--- src/sv/gblur_pkg.sv ---
// Shared types and constants for the 3x3 binomial blur with replicated edges.
// No dependencies; every other file of the block imports this package.
package gblur_pkg;

    localparam int MAX_WIDTH_DEF = 1024;
    localparam int PIX_W         = 8;
    localparam int CFG_WIDTH_W   = 11;
    localparam int CFG_HEIGHT_W  = 16;
    localparam int CFG_DATA_W    = 16;
    localparam int CFG_INDEX_W   = 1;

    localparam logic [CFG_WIDTH_W-1:0]  WIDTH_RESET  = 11'd1024;
    localparam logic [CFG_HEIGHT_W-1:0] HEIGHT_RESET = 16'd1024;

    typedef enum logic [CFG_INDEX_W-1:0] {
        REG_IMAGE_WIDTH  = 1'b0,
        REG_IMAGE_HEIGHT = 1'b1
    } cfg_reg_t;

    typedef enum logic {
        ACT_PIXEL = 1'b0,
        ACT_DRAIN = 1'b1
    } action_t;

    // Per-word control that travels from the position counters to the window stage.
    typedef struct packed {
        logic drain;
        logic top_from_mid;
        logic col_first;
        logic col_last;
        logic last_row;
    } item_ctl_t;

    typedef struct packed {
        logic [PIX_W-1:0] pixel;
        logic             last_in_run;
        logic             end_of_frame;
    } result_t;

endpackage

--- src/sv/gblur_window.sv ---
// Window stage: 3x3 pixel window, column push with edge replication and the blur sums.
// Also writes the upper line store and forwards that write to a same-column read.
// Depends on gblur_pkg.
module gblur_window #(
    parameter int MAX_WIDTH = gblur_pkg::MAX_WIDTH_DEF,
    localparam int AW = (MAX_WIDTH > 1) ? $clog2(MAX_WIDTH) : 1
) (
    input  logic                        aclk,
    input  logic                        aresetn,
    input  logic                        load,
    input  gblur_pkg::item_ctl_t        ld_ctl,
    input  logic [AW-1:0]               ld_col,
    input  logic [gblur_pkg::PIX_W-1:0] ld_pixel,
    input  logic [gblur_pkg::PIX_W-1:0] mid_rd,
    input  logic [gblur_pkg::PIX_W-1:0] up_rd,
    input  logic                        adv,
    output logic                        busy,
    output logic [1:0]                  res_count,
    output gblur_pkg::result_t          res_a,
    output gblur_pkg::result_t          res_b,
    output logic                        up_wr_en,
    output logic [AW-1:0]               up_wr_addr,
    output logic [gblur_pkg::PIX_W-1:0] up_wr_data
);
    import gblur_pkg::*;

    typedef logic [2:0][2:0][PIX_W-1:0] win_t;

    // Weighted sum of one window, centred on column 1, or column 2 at the right edge.
    function automatic logic [PIX_W-1:0] blur(input win_t w, input logic right);
        logic [1:0]  c0;
        logic [1:0]  c1;
        logic [9:0]  term;
        logic [11:0] s;
        c0 = right ? 2'd1 : 2'd0;
        c1 = right ? 2'd2 : 2'd1;
        s  = '0;
        for (int r = 0; r < 3; r++) begin
            term = 10'(w[r][c0]) + {1'b0, w[r][c1], 1'b0} + 10'(w[r][2]);
            s = s + ((r == 1) ? {1'b0, term, 1'b0} : 12'(term));
        end
        return s[11:4];
    endfunction

    logic                valid_reg, valid_next;
    item_ctl_t           ctl_reg;
    logic [AW-1:0]       col_reg;
    logic [PIX_W-1:0]    pix_reg;
    logic                fwd_reg;
    logic [PIX_W-1:0]    fwd_data_reg;
    win_t                win_reg, win_next;
    logic [2:0][PIX_W-1:0] v;
    logic [PIX_W-1:0]    up_eff;
    result_t             r_left, r_right;

    assign up_wr_en   = valid_reg && adv && !ctl_reg.drain;
    assign up_wr_addr = col_reg;
    assign up_wr_data = mid_rd;
    assign busy       = valid_reg;

    always_comb begin
        up_eff = fwd_reg ? fwd_data_reg : up_rd;
        v[0]   = ctl_reg.top_from_mid ? mid_rd : up_eff;
        v[1]   = mid_rd;
        v[2]   = ctl_reg.drain ? mid_rd : pix_reg;
        for (int r = 0; r < 3; r++) begin
            if (ctl_reg.col_first) begin
                win_next[r][0] = v[r];
                win_next[r][1] = v[r];
            end else begin
                win_next[r][0] = win_reg[r][1];
                win_next[r][1] = win_reg[r][2];
            end
            win_next[r][2] = v[r];
        end

        r_left.pixel         = blur(win_next, 1'b0);
        r_left.last_in_run   = !ctl_reg.col_last;
        r_left.end_of_frame  = 1'b0;
        r_right.pixel        = blur(win_next, 1'b1);
        r_right.last_in_run  = 1'b1;
        r_right.end_of_frame = ctl_reg.last_row;

        res_a     = ctl_reg.col_first ? r_right : r_left;
        res_b     = r_right;
        res_count = 2'(!ctl_reg.col_first) + 2'(ctl_reg.col_last);

        valid_next = load ? 1'b1 : (adv ? 1'b0 : valid_reg);
    end

    always_ff @(posedge aclk) begin
        if (!aresetn) begin
            valid_reg <= 1'b0;
        end else begin
            valid_reg <= valid_next;
        end
    end

    always_ff @(posedge aclk) begin
        if (load) begin
            ctl_reg      <= ld_ctl;
            col_reg      <= ld_col;
            pix_reg      <= ld_pixel;
            // The upper store is read at the same edge it is written; take the new value.
            fwd_reg      <= up_wr_en && (ld_col == col_reg);
            fwd_data_reg <= mid_rd;
        end
        if (valid_reg && adv) begin
            win_reg <= win_next;
        end
    end

endmodule

--- config.mk ---
export PLATFORM = sky130hd
export DESIGN_NAME = gblur_window
export DESIGN_NICKNAME = d
export VERILOG_FILES = /design/src/sv/gblur_pkg.sv /design/src/sv/gblur_window.sv
export SDC_FILE = /design/constraint.sdc
export NUM_CORES = 1
export LEC_CHECK = 0
export ABC_AREA = 1
export BUFFER_PORTS_ARGS = -buffer_cell sky130_fd_sc_hd__buf_2
export CORE_MARGIN = 5
export CORE_UTILIZATION = 55
export DETAILED_ROUTE_END_ITERATION = 6
export PLACE_DENSITY = 0.76
export SYNTH_ARGS = -nofsm -noshare
export SYNTH_HDL_FRONTEND = slang
export SYNTH_SLANG_ARGS = --single-unit
--- constraint.sdc ---
create_clock -name aclk -period 14.7 [get_ports aclk]
set_input_delay 0 -clock aclk [delete_from_list [all_inputs] [get_ports aclk]]
set_output_delay 0 -clock aclk [all_outputs]
set_load 0.03 [all_outputs]
==> results of run 1 <==
-- per-layer routing --
metal | routed length, um | track usage [%] | vias to the layer above
li1 | - | - | 2684
met4 | 430 | 7.00 | 0
met5 | 0 | 0 | -
met2 | 8800 | 38.9 | 118
met3 | 543 | 3.11 | 31
met1 | 6770 | 26.9 | 2602
-- synth_stat cells, drive strengths merged, types with 4 or more instances --
master  number
buf         19
nor3         5
nand2      170
ha          48
nor2        32
nand4        8
xnor2        9
nand3       37
and2         4
fa          90
a21oi       42
edfxtp      80
o21ai       32
xor2        14
inv        191
-- worst paths after layout --
kind,start,to
min reg2reg,win_reg[68],win_reg[60]
max,ctl_reg[2],res_a[9]
min,adv,busy
max reg2reg,ctl_reg[2],win_reg[59]
-- area by class of cell --
cell class	instances	area [sq um]	share of cell area [%]
Clock buffer	9	225	2.63
Clock inverter	7	93.8	1.09
Inverter	191	719	8.39
Multi-Input combinational cell	505	4210	49.2
Sequential cell	81	2420	28.3
Tap cell	176	220	2.57
Timing Repair Buffer	110	678	7.91
-- logic make-up (layout without fill, tap and decap cells) --
group	Yosys count	in the layout	synth area share, %
and+or+nand+nor	259	259	14.3
buffers and inverters	213	317	11.5
adders and majority gates	138	138	32.0
AOI/OAI and AO/OA	82	82	6.79
DFF	81	81	32.3
xor gates and xnor gates	23	23	2.69
muxes	2	2	0.300
other	1	1	0.0500
-- per-stage QoR --
step | instance area (sq um) | hold WS (ps)
final | 8570 | 17.0
after global routing | 8570 | 9.80
after CTS | 8570 | 0.215
after detailed placement | 8010 | 179
after global placement | 8010 | 176
after floorplan | 7500 | 98.9
-- worst max-delay path: cells and delay by family (launching register included) --
kind / cells / cell delay, ps
DFF: 1 / 320
AOI/OAI and AO/OA: 2 / 360
and+or+nand+nor: 10 / 1110
adders and majority gates: 8 / 3000
xor gates and xnor gates: 1 / 160
buffers and inverters: 8 / 1610
==> impl_metrics.json, run 1 <==
{
  "status": "complete, no violations",
  "syn_area_per_cell_sq_um": 9.39,
  "start_kind": "flip-flop",
  "end_kind": "output port",
  "ff2ff_path_depth": 5,
  "async_reset_ff_share_pct": 0,
  "synth_cell_types": 34,
  "synth_top_area_share_pct": 32.0,
  "finalMaxSlewViolations": 0,
  "synth_edf_count": 80,
  "fmax_ghz": 0.145,
  "cpMostUsedCell": "nand2_1",
  "setup_ws_ps": 7790,
  "wire_per_inst_um": 15.3,
  "rsz0062_at_grt": "no",
  "fillers": 1071,
  "initial_core_util_pct": 56.4,
  "synth_top_cell_by_area": "edfxtp_1",
  "clock_sinks": 81,
  "final.min_clock_period_ps": 6910,
  "areaGrowthSynthToFinish_pct": 14.3,
  "layout_commonest_cell": "inv_1",
  "ys_seq_area_share_pct": 32.3,
  "port_buffers": 83,
  "insertion_delay_ps": 330,
  "vias_per_cell": 5.04,
  "hold_depth": 3,
  "finalHoldViolCount": 0,
  "grt_max_degree": 49,
  "root_buffer": "clkbuf_16",
  "grt.total_usage_pct": 21.6,
  "finalSetupViolations": 0,
  "fin_worst_skew_ps": 3.72,
  "reg2reg_setup_slack_ps": 12490,
  "cts_buffers": 9,
  "cp.required_ps": 14700,
  "yosys-top-cells-area": "edfxtp_1 32%, fa_1 24%, inv_1 9.5%, nand2_1 8.5%, ha_1 8.0%",
  "cpPeakStageDelay_ps": 530,
  "diodes": 0,
  "fp.coreArea_sq_um": 13300,
  "largest_register_ff_count": 48,
  "syn_area_sq_um": 7500,
  "path_max_fanout": 44,
  "layout.nets": 1079,
  "slowest_stage": "fa_1",
  "hold_path.class": "input pin to flip-flop",
  "die_w_um": 127,
  "grt_pass1_vias": 5709,
  "period_share_pct": 47.0,
  "tightest_slew_ps": 815,
  "h-tree-depth": 3,
  "grt.overflow.total": 0,
  "post-route-util_pct": 64.5,
  "dp.cells": 1039,
  "cts.reportedPaths.clkPinSlew_ps": 60,
  "antenna_found_initial": 0,
  "ios": 85,
  "final_layout_size_suffix_gt1_share_pct": 14.8,
  "fin_cells": 1079,
  "layout_common_cells": "187 x inv_1, 170 x nand2_1, 90 x fa_1",
  "critPathKind": "flip-flop to output port",
  "dp_hpwl_mm": 12.7,
  "cp.arrival_ps": 6910,
  "syn_inst": 799,
  "cts.hold.buffers_added": 24,
  "antenna_left": 0,
  "fin_tns_setup_ps": 0,
  "yosysWarningCount": 0,
  "dr.pass1.iters": 5,
  "place_ws_ps": 8160,
  "die_h_um": 127,
  "maxCapViolCount": 0,
  "cts_resized": 0,
  "synth_fp_nets": 980,
  "rows": 42,
  "wl_mm": 16.5,
  "ys_seq_elements": 81,
  "remaining_drc_errors": 0,
  "drt_iter0_drc": 291,
  "num_vias": 5435,
  "postCtsSetupRepairBufs": 0,
  "tritoncts": "yes",
  "max_slew_margin_pct": 45.7,
  "gp_congestion": 0.894,
  "clock_path_buffers": 2,
  "grt_pass1_wl_mm": 27.6,
  "synthFlopType": "edfxtp_1",
  "dieArea_sq_um": 16100
}
Power of run 1 is left out: the tool's default activity adds up to more than one toggle a clock period on the data nets, which glitch-free logic cannot reach.
==> run 2, diff against run 1 <==
PLACE_DENSITY = 0.79   (was 0.76)
clock period = 5.91 ns   (was 14.7 ns; I/O delays follow)
==> impl_metrics.json, run 2 (same netlist as run 1, synthesis figures left out) <==
{
  "wl_mm": 16.8,
  "fp.coreArea_sq_um": 13300,
  "num_vias": 5559,
  "tritoncts": "yes",
  "fillers": 1010,
  "ios": 85,
  "grt.overflow.total": 0,
  "dieArea_sq_um": 16100,
  "die_h_um": 127,
  "cp.arrival_ps": 5700,
  "r2r_start": "ctl_reg[3]",
  "ff_latch_area_sq_um": 2420,
  "hold_path.class": "input pin to flip-flop",
  "grt_max_degree": 49,
  "period_share_pct": 96.5,
  "cp.required_ps": 5910,
  "cpMostUsedCell": "nand2_1",
  "antenna_left": 0,
  "tightest_slew_ps": 761,
  "diodes": 0,
  "initial_core_util_pct": 56.4,
  "hold_depth": 1,
  "clock_path_buffers": 2,
  "finalHoldViolCount": 0,
  "grt_pass1_wl_mm": 27.3,
  "dr.pass1.iters": 5,
  "finalMaxSlewViolations": 0,
  "status": "complete, no violations",
  "start_kind": "flip-flop",
  "fmax_ghz": 0.175,
  "die_w_um": 127,
  "cp-endpoint": "res_a[8]",
  "dp.cells": 1047,
  "final_layout_size_suffix_gt1_share_pct": 18.4,
  "cts.reportedPaths.clkPinSlew_ps": 60,
  "slowest_stage": "fa_1",
  "worstSetupStartpoint": "ctl_reg[2]",
  "layout.nets": 1095,
  "layout_common_cells": "186 x inv_1, 167 x nand2_1, 88 x fa_1",
  "fin_cells": 1095,
  "finalSetupViolations": 0,
  "multiInputGateArea_sq_um": 4310,
  "path_max_fanout": 4,
  "gp_congestion": 0.864,
  "largest_register_ff_count": 48,
  "reg2reg_setup_slack_ps": 4120,
  "cts_buffers": 9,
  "maxCapViolCount": 0,
  "h-tree-depth": 3,
  "port_buffers": 83,
  "drt_iter0_drc": 397,
  "insertion_delay_ps": 340,
  "end_kind": "output port",
  "rows": 42,
  "ff2ff_path_depth": 6,
  "antenna_found_initial": 0,
  "final.min_clock_period_ps": 5700,
  "grt.total_usage_pct": 21.2,
  "max_slew_margin_pct": 49.3,
  "areaGrowthSynthToFinish_pct": 17.4,
  "root_buffer": "clkbuf_16",
  "remaining_drc_errors": 0,
  "dp_hpwl_mm": 12.7,
  "timing.rr.end": "win_reg[10]",
  "layout_commonest_cell": "inv_1",
  "clock_sinks": 81,
  "cpPeakStageDelay_ps": 530,
  "fin_worst_skew_ps": 3.27,
  "wire_per_inst_um": 15.4,
  "grt_pass1_vias": 5752,
  "critPathKind": "flip-flop to output port",
  "vias_per_cell": 5.08
}
[run 2: layout make-up]
| type | count | share of cell area, % |
|---|---|---|
| tap | 176 | 2.50 |
| clock buffer | 9 | 2.56 |
| clock inverter | 7 | 0.611 |
| sequential | 81 | 27.5 |
| timing repair buffer | 126 | 9.71 |
| multi-input combinational | 505 | 48.9 |
| inverter | 191 | 8.19 |
[run 2: worst max-delay path, delay by kind of cell (launching register included)]
kind,cells,cell delay (ps)
adders and majority gates,8,2910
and+or+nand+nor,10,850
buffers and inverters,8,750
DFF,1,430
AOI/OAI and AO/OA,2,270
xor gates and xnor gates,1,160
[run 2: worst min-delay path by stage]
stage	start	end	slack (ps)
floorplan	ld_ctl[1]	ctl_reg[1]	100
global placement	ld_ctl[0]	res_b[0]	180
detailed placement	ld_ctl[4]	ctl_reg[4]	180
CTS	mid_rd[7]	win_reg[47]	20
global route	mid_rd[7]	fwd_data_reg[7]	30
finish	mid_rd[7]	win_reg[47]	30
[run 2: repair_timing]
action                                  4_1_cts  5_1_grt
hold buffers                                 25        0
endpoints found under the hold margin        24        0
pin swaps                                     1        4
gates cloned                                  0        1
gates resized for setup                       2       31
endpoints found under the setup margin        5        8
buffers inserted                              1        5
[run 2: stage by stage]
stage	setup WS [ps]	cell area [sq um]	utilization, %	setup TNS [ps]	hold slack (ps)
after floorplan	377	7500	-	0	98.9
after global placement	453	8070	60.7	0	177
after detailed placement	319	8070	60.7	0	178
after CTS	21.7	8620	64.8	0	21.5
after global routing	-96.6	8810	66.3	-388	28.3
final	210	8810	66.3	0	31.7
[run 2: per-layer routing]
layer	global-route usage (%)	wire, um	up-vias
met2	37.5	8870	144
met3	3.32	669	38
li1	-	-	2714
met4	8.20	470	0
met5	0	0	-
met1	26.2	6810	2663
Power of run 2 is left out for the same reason.
==> run 3, diff against run 2 <==
REMOVE_ABC_BUFFERS = 1   (was unset)
==> impl_metrics.json, run 3 (same netlist as run 1, synthesis figures left out) <==
{
  "status": "complete, no violations",
  "rsz0062_at_grt": "yes",
  "grt.overflow.total": 0,
  "period_share_pct": 95.7,
  "antenna_left": 0,
  "maxCapViolCount": 0,
  "cpPeakStageDelay_ps": 540,
  "dieArea_sq_um": 16100,
  "vias_per_cell": 5.15,
  "drt_iter0_drc": 386,
  "die_h_um": 127,
  "gp_congestion": 0.932,
  "slowest_stage": "fa_1",
  "fin_tns_setup_ps": 0,
  "tightest_slew_ps": 805,
  "h-tree-depth": 3,
  "path_buf_inv": 8,
  "grt_pass1_wl_mm": 28.1,
  "grt.total_usage_pct": 22.2,
  "tritoncts": "yes",
  "setup_ws_ps": 255,
  "die_w_um": 127,
  "final_layout_size_suffix_gt1_share_pct": 19.3,
  "cp.required_ps": 5910,
  "max_slew_margin_pct": 46.3,
  "largest_register_ff_count": 48,
  "areaGrowthSynthToFinish_pct": 18.8,
  "rows": 42,
  "hold_path.class": "input pin to flip-flop",
  "cts_buffers": 9,
  "root_buffer": "clkbuf_16",
  "end_kind": "output port",
  "num_vias": 5630,
  "dp_hpwl_mm": 12.9,
  "wl_mm": 17.6,
  "port_buffers": 83,
  "grt_max_degree": 49,
  "critPathKind": "flip-flop to output port",
  "clock_sinks": 81,
  "fp.coreArea_sq_um": 13300,
  "initial_core_util_pct": 56.4,
  "finalMaxSlewViolations": 0,
  "remaining_drc_errors": 0,
  "cp.arrival_ps": 5650,
  "ios": 85,
  "clock_path_buffers": 2,
  "path_max_fanout": 6,
  "whs_ps": 19.5,
  "cts.reportedPaths.clkPinSlew_ps": 70,
  "wire_per_inst_um": 16.1,
  "final.min_clock_period_ps": 5650,
  "antenna_found_initial": 0,
  "fin_worst_skew_ps": 6.48,
  "finalSetupViolations": 0,
  "place_ws_ps": 303,
  "cpMostUsedCell": "inv_1",
  "finalHoldViolCount": 0,
  "layout_common_cells": "184 x inv_1, 165 x nand2_1, 88 x fa_1",
  "insertion_delay_ps": 350,
  "grt_pass1_vias": 5805,
  "layout.nets": 1093,
  "fmax_ghz": 0.177,
  "dr.pass1.iters": 6,
  "diodes": 0,
  "start_kind": "flip-flop",
  "layout_commonest_cell": "inv_1",
  "critPathTopFamily": "adder cells"
}
-- run 3: layout make-up --
cell class | instances | area [sq um]
Timing Repair Buffer | 124 | 860
Sequential cell | 81 | 2420
Multi-Input combinational cell | 505 | 4370
Clock buffer | 9 | 225
Inverter | 191 | 726
Fill cell | 1021 | 4380
Clock inverter | 7 | 91.3
Tap cell | 176 | 220
-- run 3: worst paths after layout --
check,start,end,slack (ps),depth (start not counted)
max,ctl_reg[2],res_a[8],260,28
max reg2reg,ctl_reg[4],win_reg[62],3970,3
min reg2reg,win_reg[66],win_reg[58],600,2
min,mid_rd[0],fwd_data_reg[0],20,1
-- run 3: routing by layer --
metal  wire length, um  part of all wire (%)  vias to the layer above  GRT usage, %
met1              6720                    38                     2665          26.8
li1                  -                     -                     2722             -
met4               438                   2.5                        0          6.37
met2              9140                    52                      207          39.6
met3              1310                   7.4                       36          5.38
met5                 0                     0                        -             0
-- run 3: timing repair --
| item | CTS | global route |
|---|---|---|
| hold buffers | 26 | 0 |
| resized for setup | 3 | 46 |
| pin swaps | 1 | 16 |
| hold endpoints to repair | 26 | 0 |
| cloned | 0 | 1 |
| setup buffers | 0 | 7 |
| setup endpoints to repair | 4 | 8 |
-- run 3: through the flow --
stage | util [%] | instances | area, sq um
2_1_floorplan | - | 777 | 7360
3_3_place_gp | 60.5 | 1043 | 8040
3_5_place_dp | 60.5 | 1043 | 8040
4_1_cts | 64.9 | 1085 | 8630
5_1_grt | 67.0 | 1093 | 8910
6_report | 67.0 | 1093 | 8910
Power of run 3 is left out for the same reason.
