--- src/sv/gblur_pkg.sv ---
// Shared types and constants for the 3x3 binomial blur with replicated edges.
// No dependencies; every other file of the block imports this package.
package gblur_pkg;

    localparam int MAX_WIDTH_DEF = 1024;
    localparam int PIX_W         = 8;
    localparam int CFG_WIDTH_W   = 11;
    localparam int CFG_HEIGHT_W  = 16;
    localparam int CFG_DATA_W    = 16;
    localparam int CFG_INDEX_W   = 1;

    localparam logic [CFG_WIDTH_W-1:0]  WIDTH_RESET  = 11'd1024;
    localparam logic [CFG_HEIGHT_W-1:0] HEIGHT_RESET = 16'd1024;

    typedef enum logic [CFG_INDEX_W-1:0] {
        REG_IMAGE_WIDTH  = 1'b0,
        REG_IMAGE_HEIGHT = 1'b1
    } cfg_reg_t;

    typedef enum logic {
        ACT_PIXEL = 1'b0,
        ACT_DRAIN = 1'b1
    } action_t;

    // Per-word control that travels from the position counters to the window stage.
    typedef struct packed {
        logic drain;
        logic top_from_mid;
        logic col_first;
        logic col_last;
        logic last_row;
    } item_ctl_t;

    typedef struct packed {
        logic [PIX_W-1:0] pixel;
        logic             last_in_run;
        logic             end_of_frame;
    } result_t;

endpackage

--- src/sv/gblur_out_buf.sv ---
// Two-entry result buffer that takes up to two results per cycle and hands out one word.
// Depends on gblur_pkg for the result type.
module gblur_out_buf (
    input  logic               aclk,
    input  logic               aresetn,
    input  logic [1:0]         push_count,
    input  gblur_pkg::result_t push_a,
    input  gblur_pkg::result_t push_b,
    output logic [1:0]         count,
    output logic               m_valid,
    input  logic               m_ready,
    output gblur_pkg::result_t head
);
    import gblur_pkg::*;

    result_t    ent_reg [2];
    result_t    ent_next [2];
    logic [1:0] cnt_reg, cnt_next;
    logic [1:0] kept;
    logic       pop;

    assign m_valid = (cnt_reg != 2'd0);
    assign pop     = m_valid && m_ready;
    assign head    = ent_reg[0];
    assign count   = cnt_reg;

    always_comb begin
        if (pop) begin
            ent_next[0] = ent_reg[1];
            ent_next[1] = ent_reg[1];
            kept        = cnt_reg - 2'd1;
        end else begin
            ent_next[0] = ent_reg[0];
            ent_next[1] = ent_reg[1];
            kept        = cnt_reg;
        end
        // The caller only pushes when kept plus push_count fits in two entries.
        if (push_count != 2'd0) begin
            ent_next[kept[0]] = push_a;
        end
        if (push_count == 2'd2) begin
            ent_next[1] = push_b;
        end
        cnt_next = kept + push_count;
    end

    always_ff @(posedge aclk) begin
        if (!aresetn) begin
            cnt_reg <= 2'd0;
        end else begin
            cnt_reg <= cnt_next;
        end
    end

    always_ff @(posedge aclk) begin
        ent_reg[0] <= ent_next[0];
        ent_reg[1] <= ent_next[1];
    end

endmodule

--- config.mk ---
export PLATFORM = sky130hd
export DESIGN_NAME = gblur_out_buf
export DESIGN_NICKNAME = d
export VERILOG_FILES = /design/src/sv/gblur_pkg.sv /design/src/sv/gblur_out_buf.sv
export SDC_FILE = /design/constraint.sdc
export NUM_CORES = 1
export LEC_CHECK = 0
export ABC_AREA = 1
export BUFFER_PORTS_ARGS = -buffer_cell sky130_fd_sc_hd__buf_2
export CORE_ASPECT_RATIO = 0.7
export CORE_MARGIN = 3
export CORE_UTILIZATION = 29
export CTS_CLUSTER_SIZE = 25
export DETAILED_ROUTE_END_ITERATION = 6
export PLACE_DENSITY = 0.56
export SLEW_MARGIN = 5
export SYNTH_ARGS = -nofsm -noshare
export SYNTH_HDL_FRONTEND = slang
export SYNTH_SLANG_ARGS = --single-unit
--- constraint.sdc ---
create_clock -name aclk -period 3.8 [get_ports aclk]
set_clock_uncertainty 0.05 [all_clocks]
set_input_delay 0.76 -clock aclk [delete_from_list [all_inputs] [get_ports aclk]]
set_output_delay 0.76 -clock aclk [all_outputs]
set_load 0.02 [all_outputs]
==> metrics.cfg, run 1 <==
[timing]
fin_setup_tns_ns=0
grt_setup_unrepaired=false
setup_violations=0
timing.final.crit_period_ns=2.672
max-slew-margin-rel_pct=70.47
clock.fmax_ghz=0.3742
worst_pin_slew_ns=0.4420
hold_violations=0
slew_viol_final=0
fin_ws_ns=1.128
min_period_over_period_pct=70.32

[clock_network]
ctsHoldBuffers=0
clk_path_buf_depth=2
cts.repair.resized=0
cts_buffers=3
cts_htree_levels=1
cts_tree=done
clockRootBuffer=clkbuf_8
post_cts_buffers=0
insertion_delay_ns=0.26
cts_num_sinks=22
clkSlewWorstSetupHoldPaths_ns=0.08

[setup_path]
r2r_start=count[0]
crit_required_ns=3.72
rr_worst_depth=8
reg2reg_slack_ns=1.13
cp-endpoint=ent_reg[0][12]
rr_endpoint=ent_reg[0][12]
critPathKind=reg -> reg
crit_fanout=13
startpoint=count[0]
cp-start-kind=flop
end_kind=flop
crit_arrival_ns=2.60

[detailed_routing]
met2_length_microns=1118
wire_per_inst_microns=11.74
viasPerCell=4.348
drt-met1-wl_microns=1335
antenna_left=0
drt_iter0_markers=84
drc_errors=0
vias=1013
wirelength_microns=2735
first_pass_iters=4
routed.top_layer=met3
wl_met3_microns=281

[floorplan]
core_area_sq_um=3694
die_area_sq_um=4854
dieWidth_microns=82.00
chipHeight_microns=59.20
initial_utilization_pct=31.74
rows=18
io_pins=38

[grt]
antenna_found_initial=0
overflow=0
grt_start_max_net_pins=14
grt_pass1_wl_microns=4422
grt_util_all_layers_pct=12.44
first_global_vias=927

[logic_synthesis]
syn_avg_cell_area_sq_um=7.420
yosysSeqAreaShare_pct=46.10
ys_warn_count=0
synth_nets=185
syn_inst=158
netlist-cell-type-count=17
ys_ff_latch=22
syn_area_sq_um=1172

[layout]
drive_gt1_share_pct=25.14
fill_cells=429
largest_reg_flops=20
diodes=0
nNetsFinal=212
final_cells=233
post-route-util_pct=36.96
area_growth_pct=16.44

[run]
drv_cap=0

[placed_design]
io_buffers=37
place_inst=230
dp_hpwl_microns=2070
pre_cts_ws_ns=0.9272
place_congestion=0.7386

[power]
p_per_area_nw_per_um2=621.4
switching_power_uw=334.7
swShare_pct=39.46
sequentialPowerShare_pct=41.5
p_comb_share_pct=41.9
peakVddDrop_mv=0.1798
internal_power_uw=513.5
total_power_uw=848.2
power_leakage_nw=0.7420
clock_power_share_pct=16.6

[outcome]
status=completed

[min_path]
min_path_type=reg -> reg

[final cells by class]
class | count | area (sq um) | area share [%]
multi-input combinational | 110 | 483.0 | 35.38
inverter | 8 | 30.03 | 2.200
tap | 50 | 62.56 | 4.583
clock buffer | 3 | 41.29 | 3.025
timing repair buffer | 40 | 207.7 | 15.22
sequential | 22 | 540.5 | 39.60
[worst min-delay path by stage]
stage | slack, ns | endpoint | cells past startpoint | from
global placement | 0.46 | ent_reg[0][7] | 4 | ent_reg[0][17]
finish | 0.48 | ent_reg[0][2] | 4 | ent_reg[0][12]
global route | 0.52 | ent_reg[0][2] | 4 | ent_reg[0][12]
CTS | 0.48 | ent_reg[0][2] | 4 | ent_reg[0][12]
detailed placement | 0.46 | ent_reg[0][2] | 4 | ent_reg[0][12]
floorplan | 0.45 | ent_reg[0][0] | 4 | ent_reg[0][10]
[per-layer routing]
metal  up-vias  track usage [%]
met3         0            5.319
met4         0            2.133
li1        546                -
met5         -                0
met1       425            18.12
met2        42            17.15
[logic make-up (layout without fill, tap and decap cells)]
kind of cell             Yosys count  count (layout)  share of synthesized area (%)
adder cells (fa/ha/maj)            2               2                          2.134
flip-flops                        22              22                          46.10
XOR/XNOR                           1               1                         0.7472
AO/OA/AOI/OAI                      1               1                         0.6406
AND/OR/NAND/NOR                  106             106                          37.67
buffers and inverters             26              51                          12.70
[power by group through the flow]
stage | clock network, mW | logic [mW] | registers (mW)
floorplan | 0 | 0.315 | 0.360
global placement | 0 | 0.359 | 0.357
detailed placement | 0 | 0.362 | 0.357
CTS | 0.148 | 0.363 | 0.352
global route | 0.159 | 0.410 | 0.358
finish | 0.141 | 0.356 | 0.352
[synth_stat cells, drive strengths merged]
master / instances / area, sq um
ha: 2 / 25.02
clkbuf: 1 / 3.750
nor2: 4 / 15.01
nand4: 10 / 62.56
o21bai: 1 / 7.510
nand2: 81 / 309.0
edfxtp: 10 / 300.3
buf: 17 / 115.1
inv: 8 / 30.03
nand3: 11 / 55.05
xnor2: 1 / 8.760
dfxtp: 12 / 240.2
[metrics by stage]
step,hold WS [ns],instance area [sq um]
final,0.4793,1365
after floorplan,0.4474,1172
after detailed placement,0.4646,1324
after CTS,0.4820,1365
after global routing,0.5159,1365
after global placement,0.4598,1324
[critical path: stages (launching register included)]
cell and delay, ns:
dfxtp_1 0.35, inv_1 0.06, ha_1 0.21, inv_1 0.08, nand2_1 0.28, nand2_1 0.42
nand2_2 0.26, o21bai_1 0.44, buf_4 0.24
[cells in the final DEF, fill, tap and decap left out, drive strengths merged]
cell type  count
nand2         81
buf           40
dfxtp         12
nand3         11
nand4         10
edfxtp        10
inv            8
nor2           4
clkbuf         3
ha             2
o21bai         1
xnor2          1
Power figures use the tool's default switching activity.
==> inputs of run 2 (changes only) <==
Settings changed: ABC_AREA 1 to 0.
Clock period 3.8 ns to 2.65 ns, I/O delays scaled along.
==> metrics.cfg, run 2 <==
[timing]
clock.fmax_ghz=0.4558  ; was 0.3742 GHz
hold_violations=0  ; unchanged
whs_ns=0.4232  ; was 0.4793 ns
min_period_over_period_pct=82.79  ; was 70.32%
setup_violations=0  ; unchanged
grt_setup_unrepaired=false  ; unchanged
worst_pin_slew_ns=0.8031  ; was 0.4420 ns
slew_viol_final=0  ; unchanged
timing.final.crit_period_ns=2.194  ; was 2.672 ns
fin_ws_ns=0.4561  ; was 1.128 ns
max-slew-margin-rel_pct=46.35  ; was 70.47%
fin_setup_tns_ns=0  ; unchanged

[grt]
use_met3_pct=4.407  ; was 5.319%
antenna_found_initial=0  ; unchanged
grt_util_all_layers_pct=10.16  ; was 12.44%
use_met2_pct=15.07  ; was 17.15%
first_global_vias=741  ; was 927
top_usage_layer=met2  ; was met1
overflow=0  ; unchanged
grt_start_max_net_pins=13  ; was 14
grt_use_met1_pct=13.49  ; was 18.12%
grt_pass1_wl_microns=3560  ; was 4422 microns

[power]
switching_power_uw=572.4  ; was 334.7 uW
peakVddDrop_mv=0.3818  ; was 0.1798 mV
p_comb_share_pct=50.4  ; was 41.9%
sequentialPowerShare_pct=35.0  ; was 41.5%
p_per_area_nw_per_um2=1221  ; was 621.4 nW/um^2
power_leakage_nw=0.6317  ; was 0.7420 nW
clock_power_share_pct=14.6  ; was 16.6%
internal_power_mw=1.089  ; was 513.5 uW
swShare_pct=34.46  ; was 39.46%

[logic_synthesis]
synthTopCellsByCount=dfxtp_1 (12), mux2_4 (11), a22o_1 (10), buf_4 (10), edfxtp_1 (10)  ; was nand2_1 (79), dfxtp_1 (12), nand3_1 (11)
synth-edff-count=10  ; unchanged
ys_ff_latch=22  ; unchanged
netlist-cell-type-count=22  ; was 17
async_flop_share_pct=0  ; unchanged
ys.flop_type=dfxtp_1  ; unchanged
syn_avg_cell_area_sq_um=14.24  ; was 7.420 sq um
syn_area_sq_um=1167  ; was 1172 sq um
synth_most_common_cell=dfxtp_1  ; was nand2_1
synth_top_family_by_area=multiplexers  ; was simple AND/OR/NAND/NOR gates
synth_nets=109  ; was 185
synth_top_area_share_pct=25.72  ; was 25.61%
ys_warn_count=0  ; unchanged
synthMuxAreaShare_pct=23.69  ; was 0%
yosys.area_share.adder_pct=2.144  ; was 2.134%
synth_simple_gate_area_share_pct=6.109  ; was 37.67%
synth_compound_area_share_pct=7.503  ; was 0.6403%
yosysSeqAreaShare_pct=46.30  ; was 46.10%
syn_inst=82  ; was 158
synth_top_area_cell=edfxtp_1  ; unchanged
synth.area.top_cells=edfxtp_1 (26%), dfxtp_1 (21%), mux2_4 (14%), mux2_2 (7.7%), a22o_1 (7.5%)  ; was edfxtp_1 (26%), nand2_1 (25%), dfxtp_1 (20%), buf_4 (6.4%), nand4_1 (5.3%)
synth-xor-area-share_pct=3.859  ; was 0.7471%

[placed_design]
pre_cts_ws_ns=0.4418  ; was 0.9272 ns
place_congestion=0.7087  ; was 0.7386
placed_area_sq_um=1305  ; was 1324 sq um
io_buffers=37  ; unchanged
dp_hpwl_microns=1709  ; was 2070 microns

[layout]
final_cell_mix=buf_2 (37), dfxtp_1 (12), mux2_4 (11), a22o_1 (10), edfxtp_1 (10)  ; was nand2_1 (79), buf_2 (37), dfxtp_1 (12), nand3_1 (11)
largest_reg_flops=20  ; unchanged
multi_input_area_sq_um=505.5  ; was 483.0 sq um
area_growth_pct=16.51  ; was 16.44%
regArea_sq_um=540.5  ; unchanged
nNetsFinal=138  ; was 212
diodes=0  ; unchanged
design_area_sq_um=1360  ; was 1365 sq um
drive_gt1_share_pct=59.09  ; was 25.14%
final_common_cell=buf_2  ; was nand2_1
fill_cells=385  ; was 429

[setup_path]
path_delay_family=simple AND/OR/NAND/NOR gates  ; unchanged
r2r_start=count[0]  ; unchanged
path_cells=inv_1, ha_1, nand2b_4, xnor2_4, and2_4, or2_2  ; was inv_1, ha_1, inv_1, nand2_1, nand2_1, nand2_2, o21bai_1, buf_4
cp_slowest_stage_delay_ns=0.45  ; was 0.44 ns
end_kind=flop  ; unchanged
rr_worst_depth=6  ; was 8
critPathKind=reg -> reg  ; unchanged
cp-start-kind=flop  ; unchanged
crit_required_ns=2.55  ; was 3.72 ns
reg2reg_slack_ns=0.46  ; was 1.13 ns
rr_endpoint=ent_reg[0][14]  ; was ent_reg[0][12]
crit_arrival_ns=2.10  ; was 2.60 ns
slowest_stage=dfxtp_1  ; was o21bai_1
crit_fanout=12  ; was 13
critical_path_buf_inv_count=1  ; was 3

[floorplan]
io_pins=38  ; unchanged
initial_utilization_pct=31.61  ; was 31.74%
chipHeight_microns=59.08  ; was 59.20 microns
rows=18  ; unchanged
die_area_sq_um=4835  ; was 4854 sq um
core_area_sq_um=3694  ; unchanged
dieWidth_microns=81.83  ; was 82.00 microns

[min_path]
min_path_type=in -> reg  ; was reg -> reg
worstHoldPathCells=2  ; was 4
min-delay-start=aresetn  ; was ent_reg[0][12]
hold_path_end=count[1]  ; was ent_reg[0][2]

[detailed_routing]
first_pass_iters=4  ; unchanged
wirelength_microns=2242  ; was 2735 microns
viasPerCell=4.381  ; was 4.348
drt_iter0_markers=49  ; was 84
antenna_left=0  ; unchanged
drc_errors=0  ; unchanged
wire_per_inst_microns=14.01  ; was 11.74 microns
vias=701  ; was 1013

[clock_network]
post_cts_buffers=0  ; unchanged
clk_path_buf_depth=2  ; unchanged
insertion_delay_ns=0.26  ; about the same
cts_num_sinks=22  ; unchanged
clockRootBuffer=clkbuf_8  ; unchanged
cts.repair.resized=0  ; unchanged
cts_buffers=3  ; unchanged
cts_tree=done  ; unchanged
ctsHoldBuffers=0  ; unchanged
clkSlewWorstSetupHoldPaths_ns=0.08  ; about the same
cts_htree_levels=1  ; unchanged

[outcome]
status=completed  ; unchanged

[run]
drv_cap=0  ; unchanged

## run 2: power groups by stage
stage	registers, mW	logic, mW	clock network [mW]
final	0.582	0.836	0.243
after global routing	0.599	0.904	0.270
after CTS	0.585	0.850	0.250
after detailed placement	0.592	0.846	0
after global placement	0.588	0.837	0
after floorplan	0.590	0.784	0
## run 2: metrics by stage
| step | std cells | util (%) | power [mW] |
|---|---|---|---|
| 6_report | 160 | 36.82 | 1.661 |
| 5_1_grt | 160 | 36.82 | 1.773 |
| 4_1_cts | 160 | 36.82 | 1.686 |
| 3_5_place_dp | 156 | 35.33 | 1.438 |
| 3_3_place_gp | 156 | 35.33 | 1.425 |
| 2_1_floorplan | 82 | - | 1.373 |
## run 2: cell type report
type,instances,area share [%]
Sequential cell,22,39.74
Multi-Input combinational cell,44,37.17
Timing Repair Buffer,37,13.62
Clock buffer,4,4.048
Tap cell,50,4.600
Inverter,3,0.8280
## run 2: metal layers
metal  up-vias  part of all wire [%]
li1        342                     -
met1       325                    47
met2        29                    42
met3         5                   9.5
met4         0                   1.1
met5         -                     0
## run 2: cells by family (layout without fill, tap and decap cells)
family / Yosys count / count (layout)
simple gates: 8 / 8
xor+xnor: 3 / 3
mux: 21 / 21
buf+inv: 16 / 44
fa+ha+maj: 2 / 2
compound gates: 10 / 10
flops: 22 / 22
## run 2: worst max path at each step
stage	from	to	slack (ns)	depth (start not counted)
6_report	count[0]	ent_reg[0][14]	0.46	6
5_1_grt	count[0]	ent_reg[0][17]	0.34	6
4_1_cts	count[0]	ent_reg[0][16]	0.43	6
3_5_place_dp	count[0]	ent_reg[0][16]	0.44	6
3_3_place_gp	count[0]	ent_reg[0][15]	0.51	6
2_1_floorplan	count[0]	ent_reg[0][10]	0.63	6
## run 2: worst reg2reg max path, delay by kind of cell (launching register included)
| family | cells | cell delay [ns] |
|---|---|---|
| XOR/XNOR | 1 | 0.29 |
| adder cells (fa/ha/maj) | 1 | 0.21 |
| AND/OR/NAND/NOR | 3 | 0.81 |
| buffers and inverters | 1 | 0.07 |
| flip-flops | 1 | 0.45 |
==> inputs of run 3 (changes only) <==
Clock period 2.65 ns to 2.1 ns, I/O delays scaled along.
==> metrics.cfg, run 3 (synthesized netlist as in run 2, its figures left out) <==
[outcome]
status=completed  ; unchanged

[layout]
diodes=0  ; unchanged
drive_gt1_share_pct=59.82  ; was 59.09%
final_common_cell=buf_2  ; unchanged
nNetsFinal=140  ; was 138
design_area_sq_um=1375  ; was 1360 sq um
largest_reg_flops=20  ; unchanged
area_growth_pct=17.79  ; was 16.51%
final_cell_mix=buf_2 (37), dfxtp_1 (12), mux2_4 (11), a22o_1 (10), edfxtp_1 (10)  ; unchanged
final_cells=162  ; was 160
post-route-util_pct=37.23  ; was 36.82%

[detailed_routing]
wirelength_microns=2194  ; was 2242 microns
antenna_left=0  ; unchanged
vias=711  ; was 701
wire_per_inst_microns=13.54  ; was 14.01 microns
viasPerCell=4.389  ; was 4.381
drt_iter0_markers=61  ; was 49
drc_errors=0  ; unchanged
first_pass_iters=4  ; unchanged

[clock_network]
cts_buffers=3  ; unchanged
clk_path_buf_depth=2  ; unchanged
cts.repair.resized=0  ; unchanged
post_cts_buffers=0  ; unchanged
cts_tree=done  ; unchanged
cts_num_sinks=22  ; unchanged
clockRootBuffer=clkbuf_8  ; unchanged
ctsHoldBuffers=0  ; unchanged
insertion_delay_ns=0.26  ; about the same
clkSlewWorstSetupHoldPaths_ns=0.08  ; about the same
cts_htree_levels=1  ; unchanged

[setup_path]
cp_slowest_stage_delay_ns=0.33  ; was 0.45 ns
rr_endpoint=ent_reg[0][16]  ; was ent_reg[0][14]
r2r_start=count[0]  ; unchanged
path_cells=inv_1, ha_1, nand2b_4, xnor2_4, and2_4, or2_2  ; unchanged
cp-start-kind=flop  ; unchanged
critical_path_buf_inv_count=1  ; unchanged
crit_fanout=11  ; was 12
reg2reg_slack_ns=0.21  ; was 0.46 ns
rr_worst_depth=6  ; unchanged
crit_arrival_ns=1.79  ; was 2.10 ns
slowest_stage=dfxtp_1  ; unchanged
path_delay_family=simple AND/OR/NAND/NOR gates  ; unchanged
end_kind=flop  ; unchanged
crit_required_ns=2.00  ; was 2.55 ns
critPathKind=reg -> reg  ; unchanged

[grt]
overflow=0  ; unchanged
grt_util_all_layers_pct=9.784  ; was 10.16%
use_met3_pct=4.559  ; was 4.407%
antenna_found_initial=0  ; unchanged
grt_use_met1_pct=13.52  ; was 13.49%
first_global_vias=702  ; was 741
use_met2_pct=14.15  ; was 15.07%
grt_pass1_wl_microns=3408  ; was 3560 microns
top_usage_layer=met2  ; unchanged
grt_start_max_net_pins=13  ; unchanged

[min_path]
min-delay-start=aresetn  ; unchanged
worstHoldPathCells=2  ; unchanged
min_path_type=in -> reg  ; unchanged
hold_path_end=count[1]  ; unchanged

[timing]
fin_ws_ns=0.2072  ; was 0.4561 ns
timing.final.crit_period_ns=1.893  ; was 2.194 ns
slew_viol_final=0  ; unchanged
min_period_over_period_pct=90.13  ; was 82.79%
max-slew-margin-rel_pct=49.42  ; was 46.35%
grt_setup_unrepaired=false  ; unchanged
worst_pin_slew_ns=0.7571  ; was 0.8031 ns
whs_ns=0.3303  ; was 0.4232 ns
clock.fmax_ghz=0.5283  ; was 0.4558 GHz
fin_setup_tns_ns=0  ; unchanged
hold_violations=0  ; unchanged
setup_violations=0  ; unchanged

[power]
power_leakage_nw=0.6413  ; was 0.6317 nW
p_per_area_nw_per_um2=1531  ; was 1221 nW/um^2
peakVddDrop_mv=0.4651  ; was 0.3818 mV
total_power_mw=2.106  ; was 1.661 mW

[floorplan]
die_area_sq_um=4835  ; unchanged
rows=18  ; unchanged
initial_utilization_pct=31.61  ; unchanged
core_area_sq_um=3694  ; unchanged
chipHeight_microns=59.08  ; unchanged
dieWidth_microns=81.83  ; unchanged
io_pins=38  ; unchanged

[placed_design]
place_congestion=0.7407  ; was 0.7087
place_inst=158  ; was 156
dp_hpwl_microns=1715  ; was 1709 microns
pre_cts_ws_ns=0.1681  ; was 0.4418 ns
io_buffers=37  ; unchanged
placed_area_sq_um=1320  ; was 1305 sq um

[run]
drv_cap=0  ; unchanged

[run 3: metal layers]
| metal | vias up | wire (microns) |
|---|---|---|
| li1 | 347 | - |
| met1 | 335 | 1070 |
| met2 | 29 | 934 |
| met3 | 0 | 189 |
| met4 | 0 | 0 |
| met5 | - | 0 |
[run 3: power breakdown]
part	internal [mW]	switching, mW	leakage (nW)
Combinational	0.573	0.510	0.412
Sequential	0.650	0.0741	0.200
Clock	0.167	0.131	0.0288
[run 3: how the worst max path moves through the flow]
stage / start / endpoint / slack (ns) / depth (start not counted)
after global placement: push_count[1] / ent_reg[0][19] / 0.23 / 3
after CTS: count[0] / ent_reg[0][15] / 0.17 / 6
after floorplan: count[0] / ent_reg[0][10] / 0.08 / 6
final: count[0] / ent_reg[0][16] / 0.21 / 6
after detailed placement: push_count[1] / ent_reg[0][13] / 0.17 / 3
after global routing: count[1] / ent_reg[0][15] / 0.07 / 6
[run 3: final cells by class]
class / count / area, sq um
clock buffers: 4 / 55.05
multi-input cells: 44 / 505.5
repair buffers: 39 / 200.2
fillers: 381 / 2318
flip-flops and latches: 22 / 540.5
well taps: 50 / 62.56
inverters: 3 / 11.26
