### config.mk
export PLATFORM = sky130hd
export DESIGN_NAME = gblur_ctrl
export DESIGN_NICKNAME = d
export VERILOG_FILES = /design/src/sv/gblur_pkg.sv /design/src/sv/gblur_ctrl.sv
export SDC_FILE = /design/constraint.sdc
export NUM_CORES = 1
export LEC_CHECK = 0
export ABC_AREA = 1
export BUFFER_PORTS_ARGS = -buffer_cell sky130_fd_sc_hd__buf_2
export CAP_MARGIN = 25
export CORE_AREA = 2 2 123 125
export CTS_CLUSTER_SIZE = 8
export DETAILED_ROUTE_END_ITERATION = 8
export DIE_AREA = 0 0 125 127
export SLEW_MARGIN = 20
export SYNTH_ARGS = -nofsm -noshare
export SYNTH_HDL_FRONTEND = slang
export SYNTH_SLANG_ARGS = --single-unit
export TNS_END_PERCENT = 50
### constraint.sdc
create_clock -name aclk -period 3 [get_ports aclk]
set_input_delay 0.6 -clock aclk [delete_from_list [all_inputs] [get_ports aclk]]
set_output_delay 0.6 -clock aclk [all_outputs]
set_load 0.02 [all_outputs]
### src/sv/gblur_pkg.sv
// Shared types and constants for the 3x3 binomial blur with replicated edges.
// No dependencies; every other file of the block imports this package.
package gblur_pkg;

    localparam int MAX_WIDTH_DEF = 1024;
    localparam int PIX_W         = 8;
    localparam int CFG_WIDTH_W   = 11;
    localparam int CFG_HEIGHT_W  = 16;
    localparam int CFG_DATA_W    = 16;
    localparam int CFG_INDEX_W   = 1;

    localparam logic [CFG_WIDTH_W-1:0]  WIDTH_RESET  = 11'd1024;
    localparam logic [CFG_HEIGHT_W-1:0] HEIGHT_RESET = 16'd1024;

    typedef enum logic [CFG_INDEX_W-1:0] {
        REG_IMAGE_WIDTH  = 1'b0,
        REG_IMAGE_HEIGHT = 1'b1
    } cfg_reg_t;

    typedef enum logic {
        ACT_PIXEL = 1'b0,
        ACT_DRAIN = 1'b1
    } action_t;

    // Per-word control that travels from the position counters to the window stage.
    typedef struct packed {
        logic drain;
        logic top_from_mid;
        logic col_first;
        logic col_last;
        logic last_row;
    } item_ctl_t;

    typedef struct packed {
        logic [PIX_W-1:0] pixel;
        logic             last_in_run;
        logic             end_of_frame;
    } result_t;

endpackage

### src/sv/gblur_ctrl.sv
// Configuration registers and frame position counters (column, row, drain phase).
// Decides per input word whether it does work and builds its control for the window stage.
// Depends on gblur_pkg.
module gblur_ctrl #(
    parameter int MAX_WIDTH = gblur_pkg::MAX_WIDTH_DEF,
    localparam int AW = (MAX_WIDTH > 1) ? $clog2(MAX_WIDTH) : 1
) (
    input  logic                              aclk,
    input  logic                              aresetn,
    input  logic                              cfg_wr_en,
    input  gblur_pkg::cfg_reg_t               cfg_index,
    input  logic [gblur_pkg::CFG_DATA_W-1:0]  cfg_wdata,
    input  logic                              accept,
    input  gblur_pkg::action_t                action,
    output logic                              live,
    output logic                              push,
    output logic [AW-1:0]                     col,
    output gblur_pkg::item_ctl_t              ctl
);
    import gblur_pkg::*;

    // Index of the last column after clamping the register to 1..MAX_WIDTH.
    function automatic logic [AW-1:0] width_last(input logic [CFG_WIDTH_W-1:0] w);
        int v;
        v = int'(w);
        if (v < 1) v = 1;
        if (v > MAX_WIDTH) v = MAX_WIDTH;
        return AW'(v - 1);
    endfunction

    logic [AW-1:0]           wlast_reg, wlast_next;
    logic [CFG_HEIGHT_W-1:0] hlast_reg, hlast_next;
    logic                    hmulti_reg, hmulti_next;
    logic [AW-1:0]           col_reg, col_next;
    logic [CFG_HEIGHT_W-1:0] row_reg, row_next;
    logic                    draining_reg, draining_next;
    logic                    is_drain;
    logic                    col_last;

    always_comb begin
        is_drain = (action == ACT_DRAIN);
        live     = is_drain ? draining_reg : !draining_reg;
        push     = live && (is_drain || (row_reg != '0));
        col_last = (col_reg == wlast_reg);

        ctl.drain        = is_drain;
        ctl.top_from_mid = is_drain ? !hmulti_reg : (row_reg[CFG_HEIGHT_W-1:1] == '0);
        ctl.col_first    = (col_reg == '0);
        ctl.col_last     = col_last;
        ctl.last_row     = is_drain;
    end

    assign col = col_reg;

    always_comb begin
        wlast_next    = wlast_reg;
        hlast_next    = hlast_reg;
        hmulti_next   = hmulti_reg;
        col_next      = col_reg;
        row_next      = row_reg;
        draining_next = draining_reg;
        if (cfg_wr_en) begin
            case (cfg_index)
                REG_IMAGE_WIDTH: begin
                    wlast_next = width_last(cfg_wdata[CFG_WIDTH_W-1:0]);
                end
                REG_IMAGE_HEIGHT: begin
                    hlast_next  = (cfg_wdata == '0) ? '0 : cfg_wdata - 16'd1;
                    hmulti_next = (cfg_wdata > 16'd1);
                end
                default: begin
                end
            endcase
            col_next      = '0;
            row_next      = '0;
            draining_next = 1'b0;
        end else if (accept && live) begin
            if (!col_last) begin
                col_next = col_reg + AW'(1);
            end else begin
                col_next = '0;
                if (is_drain) begin
                    // The bottom row is flushed; the next frame starts over.
                    row_next      = '0;
                    draining_next = 1'b0;
                end else if (row_reg == hlast_reg) begin
                    draining_next = 1'b1;
                end else begin
                    row_next = row_reg + 16'd1;
                end
            end
        end
    end

    always_ff @(posedge aclk) begin
        if (!aresetn) begin
            wlast_reg    <= width_last(WIDTH_RESET);
            hlast_reg    <= HEIGHT_RESET - 16'd1;
            hmulti_reg   <= 1'b1;
            col_reg      <= '0;
            row_reg      <= '0;
            draining_reg <= 1'b0;
        end else begin
            wlast_reg    <= wlast_next;
            hlast_reg    <= hlast_next;
            hmulti_reg   <= hmulti_next;
            col_reg      <= col_next;
            row_reg      <= row_next;
            draining_reg <= draining_next;
        end
    end

endmodule

==> results of run 1 <==
-- kinds of logic after synthesis --
logic type | Yosys count | share of synthesized area
AND/OR/NAND/NOR | 250 | 0.327
buffers and inverters | 87 | 0.106
AO/OA/AOI/OAI | 77 | 0.120
flip-flops | 54 | 0.305
XOR/XNOR | 46 | 0.114
adder cells (fa/ha/maj) | 8 | 0.0282
-- worst max-delay path, stage by stage (launching register included) --
cell and delay, ns:
dfxtp_1 0.39, nor4_1 0.34, nand4_1 0.18, o21ai_0 0.27
inv_1 0.06, buf_2 0.16
-- final timing paths --
| path | startpoint | endpoint |
|---|---|---|
| setup reg to reg | row_reg[12] | row_reg[13] |
| setup / recovery | row_reg[12] | push |
| hold / removal | hlast_reg[15] | hlast_reg[15] |
| hold reg to reg | hlast_reg[15] | hlast_reg[15] |
-- final cells by class --
class,instances,share of cell area
Sequential cell,54,0.270
Timing Repair Buffer,41,0.0531
Inverter,65,0.0609
Clock inverter,3,0.00624
Multi-Input combinational cell,381,0.522
Clock buffer,5,0.0312
Tap cell,184,0.0574
-- report_power, final --
group,switching [mW],internal [mW]
sequential,0.0177,0.740
combinational,0.118,0.0679
clock,0.280,0.315
total,0.416,1.12
-- layout by cell type, fill, tap and decap left out --
cell        instances
a21boi_0            1
nand2_2             7
ha_1                8
nor2_2              4
nand2_1            94
buf_4               3
a21oi_1            45
nand4_1            29
nor4_1              3
o22ai_1             1
xor2_1             33
clkbuf_16           5
o21ai_0            16
o31ai_1             1
nor2_4              1
a22oi_1             2
nand3_1            37
clkinv_1            1
clkinvlp_4          1
dfxtp_1            54
nand2_4             2
a31oi_1             1
nand3b_1            1
inv_6               1
inv_2               4
o21ai_2             2
nor3b_1             2
inv_1              60
o211ai_1            2
clkinv_4            1
nor3_1             16
xnor2_1            13
o21ai_1             3
o41ai_2             1
nor2_1             51
a211oi_1            1
buf_2              38
nor3_2              2
or2_1               1
o21bai_1            1
-- metal layers --
metal  vias up  track usage
li1       1773            -
met1      1498        0.165
met2        81        0.168
met3         8       0.0155
met4         0       0.0320
met5         -            0
==> flow_summary.yaml, run 1 <==
floorplan:
  die_w_um: 125
  die_area_sq_mm: 0.0159
  fp-row-count: 44
  ioPinCount: 39
  core_sq_mm: 0.0144
  start_util: 0.246
  die_h_um: 127
place:
  place_hpwl_um: 6790
  gp_congestion: 0.913
  io_buffers: 38
  pre_cts_slack_ns: 0.553
  dp_cells: 725
  place_area_sq_mm: 0.00386
critical_path:
  crit_type: "reg -> out"
  arrival_ns: 1.69
  reg2reg_slack_ns: 1.11
  reg2reg_depth: 10
  required_ns: 2.40
  end_kind: "output pin"
  crit_fanout: 7
  start_kind: "flip-flop"
pwr:
  max-vdd-ir-drop_v: 0.000247
  p_leak_nw: 1.68
  power_mw: 1.54
  power.density_mw_per_mm2: 384
clocking:
  cts_max_level: 2
  clk_latency_ns: 0.29
  path_clk_slew_ns: 0.07
  post_cts_buffers: 0
  cts-resized-gates: 0
  cts.sinks: 54
  cts.hold.buffers_added: 0
  cts_buffer_depth: 2
  numCtsBuffers: 5
  cts_tree: "done"
  cts-root-buf: "clkbuf_16"
global_routing:
  grt_pass1_vias: 3017
  gr-total-overflow: 0
  grt_max_degree: 27
  track_usage: 0.111
  grt_pass1_wl_um: 14900
  antenna_found_initial: 0
synthesis:
  synth_cells: 522
  syn_nets: 552
  yosysUniqueCellTypes: 39
  synth_ff_type: "dfxtp_1"
  ys_async_sr_fraction: 0
  synth_area_leaders: "dfxtp_1 (30%), nand2_1 (9.9%), xor2_1 (8.1%)"
  ys_seq_area_frac: 0.305
  synthTopCellsByCount: "nand2_1 (94), inv_1 (60), dfxtp_1 (54)"
  synth_edf_count: 0
  netlist.top_cell.by_area: "dfxtp_1"
  yosys.area.top_type_share: 0.305
  yosysMostFrequentCell: "nand2_1"
  syn_avg_cell_area_sq_um: 6.80
  ys.warnings.count: 0
  syn-cell-area_sq_mm: 0.00355
  ys_seq_elements: 54
sta:
  timing.final.crit_period_ns: 2.29
  worst_pin_slew_ns: 0.590
  setup_tns_ns: 0
  finClkSkew_ns: 0.00624
  final_max_slew_viol_count: 0
  whs_ns: 0.489
  timing.final.ws_setup_ns: 0.707
  rsz0062_at_grt: "no"
  max_freq_ghz: 0.436
  fin_crit_sh: 0.764
  relSlewSlack: 0.606
  setup_viol: 0
  finalHoldViolCount: 0
finish:
  utilization: 0.278
  nNetsFinal: 578
  diodes: 0
  fin_cells: 733
  drive_above_1_share: 0.131
  multi_input_area_sq_mm: 0.00209
  area_growth_pct: 13.0
  final_cell_area_sq_mm: 0.00401
  final-seq-area_sq_mm: 0.00108
  nFillCells: 1627
drt:
  routedWlPerCell_um: 12.0
  post_drt_via_cell_ratio: 4.58
  ant_nets: 0
  wl_met1_um: 4540
  met2_length_um: 3740
  vias: 3360
  routed-wl-met3_um: 382
  top_layer: "met4"
  drcViolationCount: 0
  wl_um: 8790
  drt_first_iter_violations: 162
  drt_pass1_iterations: 7
hold_path:
  hold_class: "reg -> reg"
  worstHoldPathCells: 2
run:
  cap_violations: 0
outcome:
  outcome: "complete, no violations"
(Power assumes the default switching activity.)
==> run 2: changes to the inputs <==
--- a/config.mk
+++ b/config.mk
@@ -5,13 +5,13 @@
 export SDC_FILE = /design/constraint.sdc
 export NUM_CORES = 1
 export LEC_CHECK = 0
-export ABC_AREA = 1
+export ABC_AREA = 0
 export BUFFER_PORTS_ARGS = -buffer_cell sky130_fd_sc_hd__buf_2
 export CAP_MARGIN = 25
-export CORE_AREA = 2 2 123 125
+export CORE_AREA = 2 2 115 117
 export CTS_CLUSTER_SIZE = 8
 export DETAILED_ROUTE_END_ITERATION = 8
-export DIE_AREA = 0 0 125 127
+export DIE_AREA = 0 0 117 119
 export SLEW_MARGIN = 20
 export SYNTH_ARGS = -nofsm -noshare
 export SYNTH_HDL_FRONTEND = slang
==> constraint.sdc (replaced) <==
create_clock -name aclk -period 2 [get_ports aclk]
set_input_delay 0.4 -clock aclk [delete_from_list [all_inputs] [get_ports aclk]]
set_output_delay 0.4 -clock aclk [all_outputs]
set_load 0.02 [all_outputs]
==> flow_summary.yaml, run 2 <==
global_routing:
  grt_pass1_wl_um: 13400
  gr-total-overflow: 0
  track_usage: 0.119
  grt_max_degree: 19
  grt_pass1_vias: 2793
  antenna_found_initial: 0
clocking:
  cts_buffer_depth: 2
  cts_max_level: 2
  path_clk_slew_ns: 0.07
  numCtsBuffers: 5
  clk_latency_ns: 0.29
  cts-root-buf: "clkbuf_16"
  cts_tree: "done"
  cts.sinks: 54
finish:
  nFillCells: 1340
  diodes: 0
  final_common_cell: "buf_4"
  area_growth_pct: 33.1
  final_cell_area_sq_mm: 0.00416
  drive_above_1_share: 0.300
  nNetsFinal: 485
  mostFrequentLayoutCells: "buf_4 (49), dfxtp_1 (39), buf_2 (37)"
  utilization: 0.323
synthesis:
  ys_async_sr_fraction: 0
  yosys.area.top_type_share: 0.346
  synth_ff_type: "dfxtp_1"
  synth_edf_count: 0
  syn-cell-area_sq_mm: 0.00313
  synth_area_leaders: "dfxtp_1 (35%), xor2_1 (9.0%), xnor2_1 (5.3%)"
  syn_avg_cell_area_sq_um: 8.22
  ys_seq_elements: 54
  synthTopCellsByCount: "dfxtp_1 (54), xor2_1 (32), nand2_1 (30)"
  synth_cells: 380
  yosysMostFrequentCell: "dfxtp_1"
  syn_nets: 410
  ys.warnings.count: 0
  netlist.top_cell.by_area: "dfxtp_1"
  yosysUniqueCellTypes: 49
  ys_seq_area_frac: 0.346
hold_path:
  worstHoldPathCells: 3
  hold_class: "in -> reg"
sta:
  finClkSkew_ns: 0.00685
  relSlewSlack: 0.630
  max_freq_ghz: 0.489
  rsz0062_at_grt: "yes"
  worst_pin_slew_ns: 0.555
  finalHoldViolCount: 0
  timing.final.ws_setup_ns: -0.0462
  setup_tns_ns: -0.0996
  fin_crit_sh: 1.02
  timing.final.crit_period_ns: 2.05
  final_max_slew_viol_count: 0
  setup_viol: 3
place:
  pre_cts_slack_ns: -0.111
  io_buffers: 38
  gp_congestion: 0.802
  place_hpwl_um: 6410
  place_area_sq_mm: 0.00381
drt:
  routedWlPerCell_um: 13.3
  drt_first_iter_violations: 152
  drt_pass1_iterations: 4
  drcViolationCount: 0
  wl_um: 8400
  ant_nets: 0
  vias: 2934
  post_drt_via_cell_ratio: 4.64
pwr:
  max-vdd-ir-drop_v: 0.000308
  power.density_mw_per_mm2: 579
  p_leak_nw: 1.66
floorplan:
  core_sq_mm: 0.0129
  die_h_um: 119
  fp-row-count: 42
  ioPinCount: 39
  die_area_sq_mm: 0.0139
  start_util: 0.243
  die_w_um: 117
critical_path:
  reg2reg_depth: 8
  reg2reg_slack_ns: -0.01
  crit_chain: "buf_6 > nor4_2 > and4_4 > nand2_2 > o21ai_2 > buf_6"
  slowest_delay_ns: 0.34
  start_kind: "flip-flop"
  arrival_ns: 1.65
  slowest_stage: "dfxtp_2"
  crit_type: "reg -> out"
  cpMostUsedCell: "buf_6"
  end_kind: "output pin"
  crit_fanout: 5
  required_ns: 1.60
outcome:
  outcome: "complete, but fails checks"
  violations: "negative setup slack"
run:
  cap_violations: 0
==> run 2: routing by layer <==
layer  share of wire  vias up  track usage
li1                -     1505            -
met1            0.49     1368        0.169
met2            0.47       50        0.190
met3           0.025       11       0.0153
met4           0.015        0       0.0309
met5               0        -            0
==> run 2: stage by stage <==
stage	hold WS [ns]	instances	total power [mW]
after floorplan	0.435	380	1.35
after global placement	0.468	621	1.45
after detailed placement	0.476	621	1.45
after CTS	0.430	632	2.42
after global routing	0.449	632	2.51
final	0.437	632	2.41
==> run 2: power by group <==
group	leakage [nW]	switching (mW)	internal, mW
Clock	0.0836	0.383	0.586
Sequential	0.446	0.0265	1.11
Combinational	1.13	0.170	0.134
==> run 2: cells by family after synthesis <==
kind of cell             after synthesis  share of synthesized area
AO/OA/AOI/OAI                         83                      0.162
XOR/XNOR                              52                      0.148
adder cells (fa/ha/maj)                8                     0.0320
buffers and inverters                 31                     0.0500
flip-flops                            54                      0.346
multiplexers                           1                    0.00320
AND/OR/NAND/NOR                      151                      0.259
==> run 2: worst paths after layout <==
kind                   end     startpoint
max                 ctl[3]    row_reg[13]
min          hlast_reg[12]  cfg_wdata[12]
max reg2reg    row_reg[15]         col[8]
min reg2reg  hlast_reg[12]  hlast_reg[12]
==> run 2: cell type report <==
cell class | count | area, sq um | area share
timing repair buffer | 90 | 598 | 0.144
sequential | 54 | 1100 | 0.264
inverter | 9 | 33.8 | 0.00812
multi-input combinational | 295 | 2040 | 0.491
clock inverter | 3 | 40.0 | 0.00963
clock buffer | 5 | 125 | 0.0301
tap | 176 | 220 | 0.0529
==> run 2: worst max-delay path: cells and delay by family (launching register included) <==
family          cells  cell delay [ns]
compound gates      1             0.07
buf+inv             2             0.26
flops               1             0.34
simple gates        3             0.69
==> run 2: repair_timing <==
action | CTS | global route
setup buffers | 2 | 3
resized for setup | 10 | 33
hold buffers | 0 | 0
pin swaps | 6 | 11
cloned | 1 | 0
endpoints found under the setup margin | 8 | 19
==> run 3: changes to the inputs <==
--- a/config.mk
+++ b/config.mk
@@ -7,7 +7,7 @@
 export LEC_CHECK = 0
 export ABC_AREA = 0
 export BUFFER_PORTS_ARGS = -buffer_cell sky130_fd_sc_hd__buf_2
-export CAP_MARGIN = 25
+export CAP_MARGIN = 10
 export CORE_AREA = 2 2 115 117
 export CTS_CLUSTER_SIZE = 8
 export DETAILED_ROUTE_END_ITERATION = 8
==> constraint.sdc (replaced) <==
create_clock -name aclk -period 1.7 [get_ports aclk]
set_input_delay 0.34 -clock aclk [delete_from_list [all_inputs] [get_ports aclk]]
set_output_delay 0.34 -clock aclk [all_outputs]
set_load 0.02 [all_outputs]
==> flow_summary.yaml, run 3 (synthesis gave the netlist of run 2 again) <==
critical_path:
  cp_num_buf_inv: 1
  crit_fanout: 6
  reg2reg_slack_ns: -0.26
  cp_num_cells: 7
  reg2reg_depth: 7
  slowest_stage: "or4_4"
  cp_top_family: "simple AND/OR/NAND/NOR gates"
  start_kind: "flip-flop"
  crit_type: "reg -> reg"
  crit_path_end: "row_reg[15]"
  required_ns: 1.93
  crit_chain: "xnor2_1 > nand4_1 > nor4b_4 > o21ai_1 > buf_4 > or4_4 > a21oi_2"
  slowest_delay_ns: 0.41
  r2r-end: "row_reg[15]"
  crit_start: "col[0]"
  end_kind: "flip-flop"
  r2r-start: "col[0]"
  arrival_ns: 2.19
clocking:
  numCtsBuffers: 5
  cts_tree: "done"
  cts-root-buf: "clkbuf_16"
  cts_buffer_depth: 2
  clk_latency_ns: 0.29
  cts.hold.buffers_added: 0
  path_clk_slew_ns: 0.07
  cts_max_level: 2
  cts.sinks: 54
floorplan:
  die_w_um: 117
  core_sq_mm: 0.0129
  die_h_um: 119
  fp-row-count: 42
  die_area_sq_mm: 0.0139
  start_util: 0.243
  ioPinCount: 39
pwr:
  swShare: 0.256
  p_sw_mw: 0.718
  combPwrFrac: 0.144
  power_mw: 2.81
  pwr-share-clk: 0.379
  intPower_mw: 2.09
  max-vdd-ir-drop_v: 0.000355
  power.density_mw_per_mm2: 622
  p_leak_nw: 1.82
  seq_power_share: 0.477
sta:
  timing.final.ws_setup_ns: -0.263
  finClkSkew_ns: 0.00419
  finalHoldViolCount: 0
  fin_crit_sh: 1.15
  max_freq_ghz: 0.509
  worst_pin_slew_ns: 0.456
  setup_viol: 21
  final_max_slew_viol_count: 0
  relSlewSlack: 0.695
  rsz0062_at_grt: "yes"
  timing.final.crit_period_ns: 1.96
  whs_ns: 0.350
finish:
  nNetsFinal: 522
  area_growth_pct: 44.4
  nFillCells: 1295
  fin_cells: 669
  mostFrequentLayoutCells: "buf_4 (84), dfxtp_1 (42), buf_2 (35)"
  drive_above_1_share: 0.367
  final_cell_area_sq_mm: 0.00451
  diodes: 0
  final_common_cell: "buf_4"
drt:
  drcViolationCount: 0
  post_drt_via_cell_ratio: 4.64
  ant_nets: 0
  drt_pass1_iterations: 4
  routedWlPerCell_um: 13.5
  drt_first_iter_violations: 158
  wl_um: 9040
  vias: 3101
place:
  pre_cts_slack_ns: -0.317
  dp_cells: 650
  place_hpwl_um: 6890
  io_buffers: 38
  gp_congestion: 0.883
  place_area_sq_mm: 0.00406
global_routing:
  grt_pass1_vias: 3047
  grt_max_degree: 18
  antenna_found_initial: 0
  grt_pass1_wl_um: 14800
  track_usage: 0.132
  gr-total-overflow: 0
hold_path:
  hold_class: "in -> reg"
outcome:
  outcome: "complete, but fails checks"
  violations: "negative setup slack"
run:
  cap_violations: 0
-- run 3: changes by cell type in the layout (fill, tap and decap cells not counted), moves of 2 or more --
| cell | delta |
|---|---|
| buf_6 | +3 |
| nor3_1 | -3 |
| buf_4 | +35 |
| dfxtp_2 | -3 |
| clkinv_2 | -2 |
| dfxtp_1 | +3 |
| o21ai_1 | +2 |
| nor4_2 | +3 |
| buf_2 | -2 |
| a21oi_1 | -2 |
| nor4_1 | -3 |
| nor3_2 | +3 |
-- run 3: layout make-up --
cell class	count	area, sq um	share of cell area
multi-input combinational	296	2120	0.470
sequential	54	1100	0.243
timing repair buffer	126	885	0.196
tap	176	220	0.0488
clock buffer	6	139	0.0308
inverter	9	33.8	0.00749
clock inverter	2	16.3	0.00361
-- run 3: worst reg2reg max path, stage by stage (launching register included) --
cell and delay, ns:
dfxtp_1 0.33, xnor2_1 0.16, nand4_1 0.19, nor4b_4 0.35, o21ai_1 0.16, buf_4 0.18
or4_4 0.42, a21oi_2 0.12
-- run 3: through the flow --
| stage | setup TNS (ns) | utilization |
|---|---|---|
| finish | -3.80 | 0.350 |
| global route | -6.08 | 0.350 |
| CTS | -3.42 | 0.341 |
| detailed placement | -7.42 | 0.315 |
| global placement | -5.11 | 0.315 |
| floorplan | -8.41 | - |
-- run 3: repair_timing --
action / CTS / global route
setup buffers: 7 / 2
setup endpoints to repair: 31 / 32
pin swaps: 6 / 15
gates cloned: 2 / 0
gates resized for setup: 25 / 27
-- run 3: worst min path at each step --
stage / from / end / slack, ns / depth (start not counted)
final: cfg_index / hmulti_reg / 0.35 / 3
after global routing: cfg_index / hmulti_reg / 0.36 / 3
after CTS: cfg_index / hmulti_reg / 0.36 / 3
after detailed placement: hlast_reg[12] / hlast_reg[12] / 0.49 / 2
after global placement: hlast_reg[12] / hlast_reg[12] / 0.47 / 2
after floorplan: hmulti_reg / hmulti_reg / 0.44 / 2
-- run 3: layer usage --
layer,global-route usage,share of wire
met5,0,0
met4,0.0463,0.025
met3,0.0112,0.025
met2,0.216,0.47
met1,0.179,0.48
-- run 3: power groups by stage --
stage	combinational [mW]	clock [mW]	sequential, mW
final	0.405	1.06	1.34
after detailed placement	0.385	0	1.37
after global placement	0.381	0	1.36
after global routing	0.446	1.13	1.34
after floorplan	0.237	0	1.36
after CTS	0.394	1.08	1.34
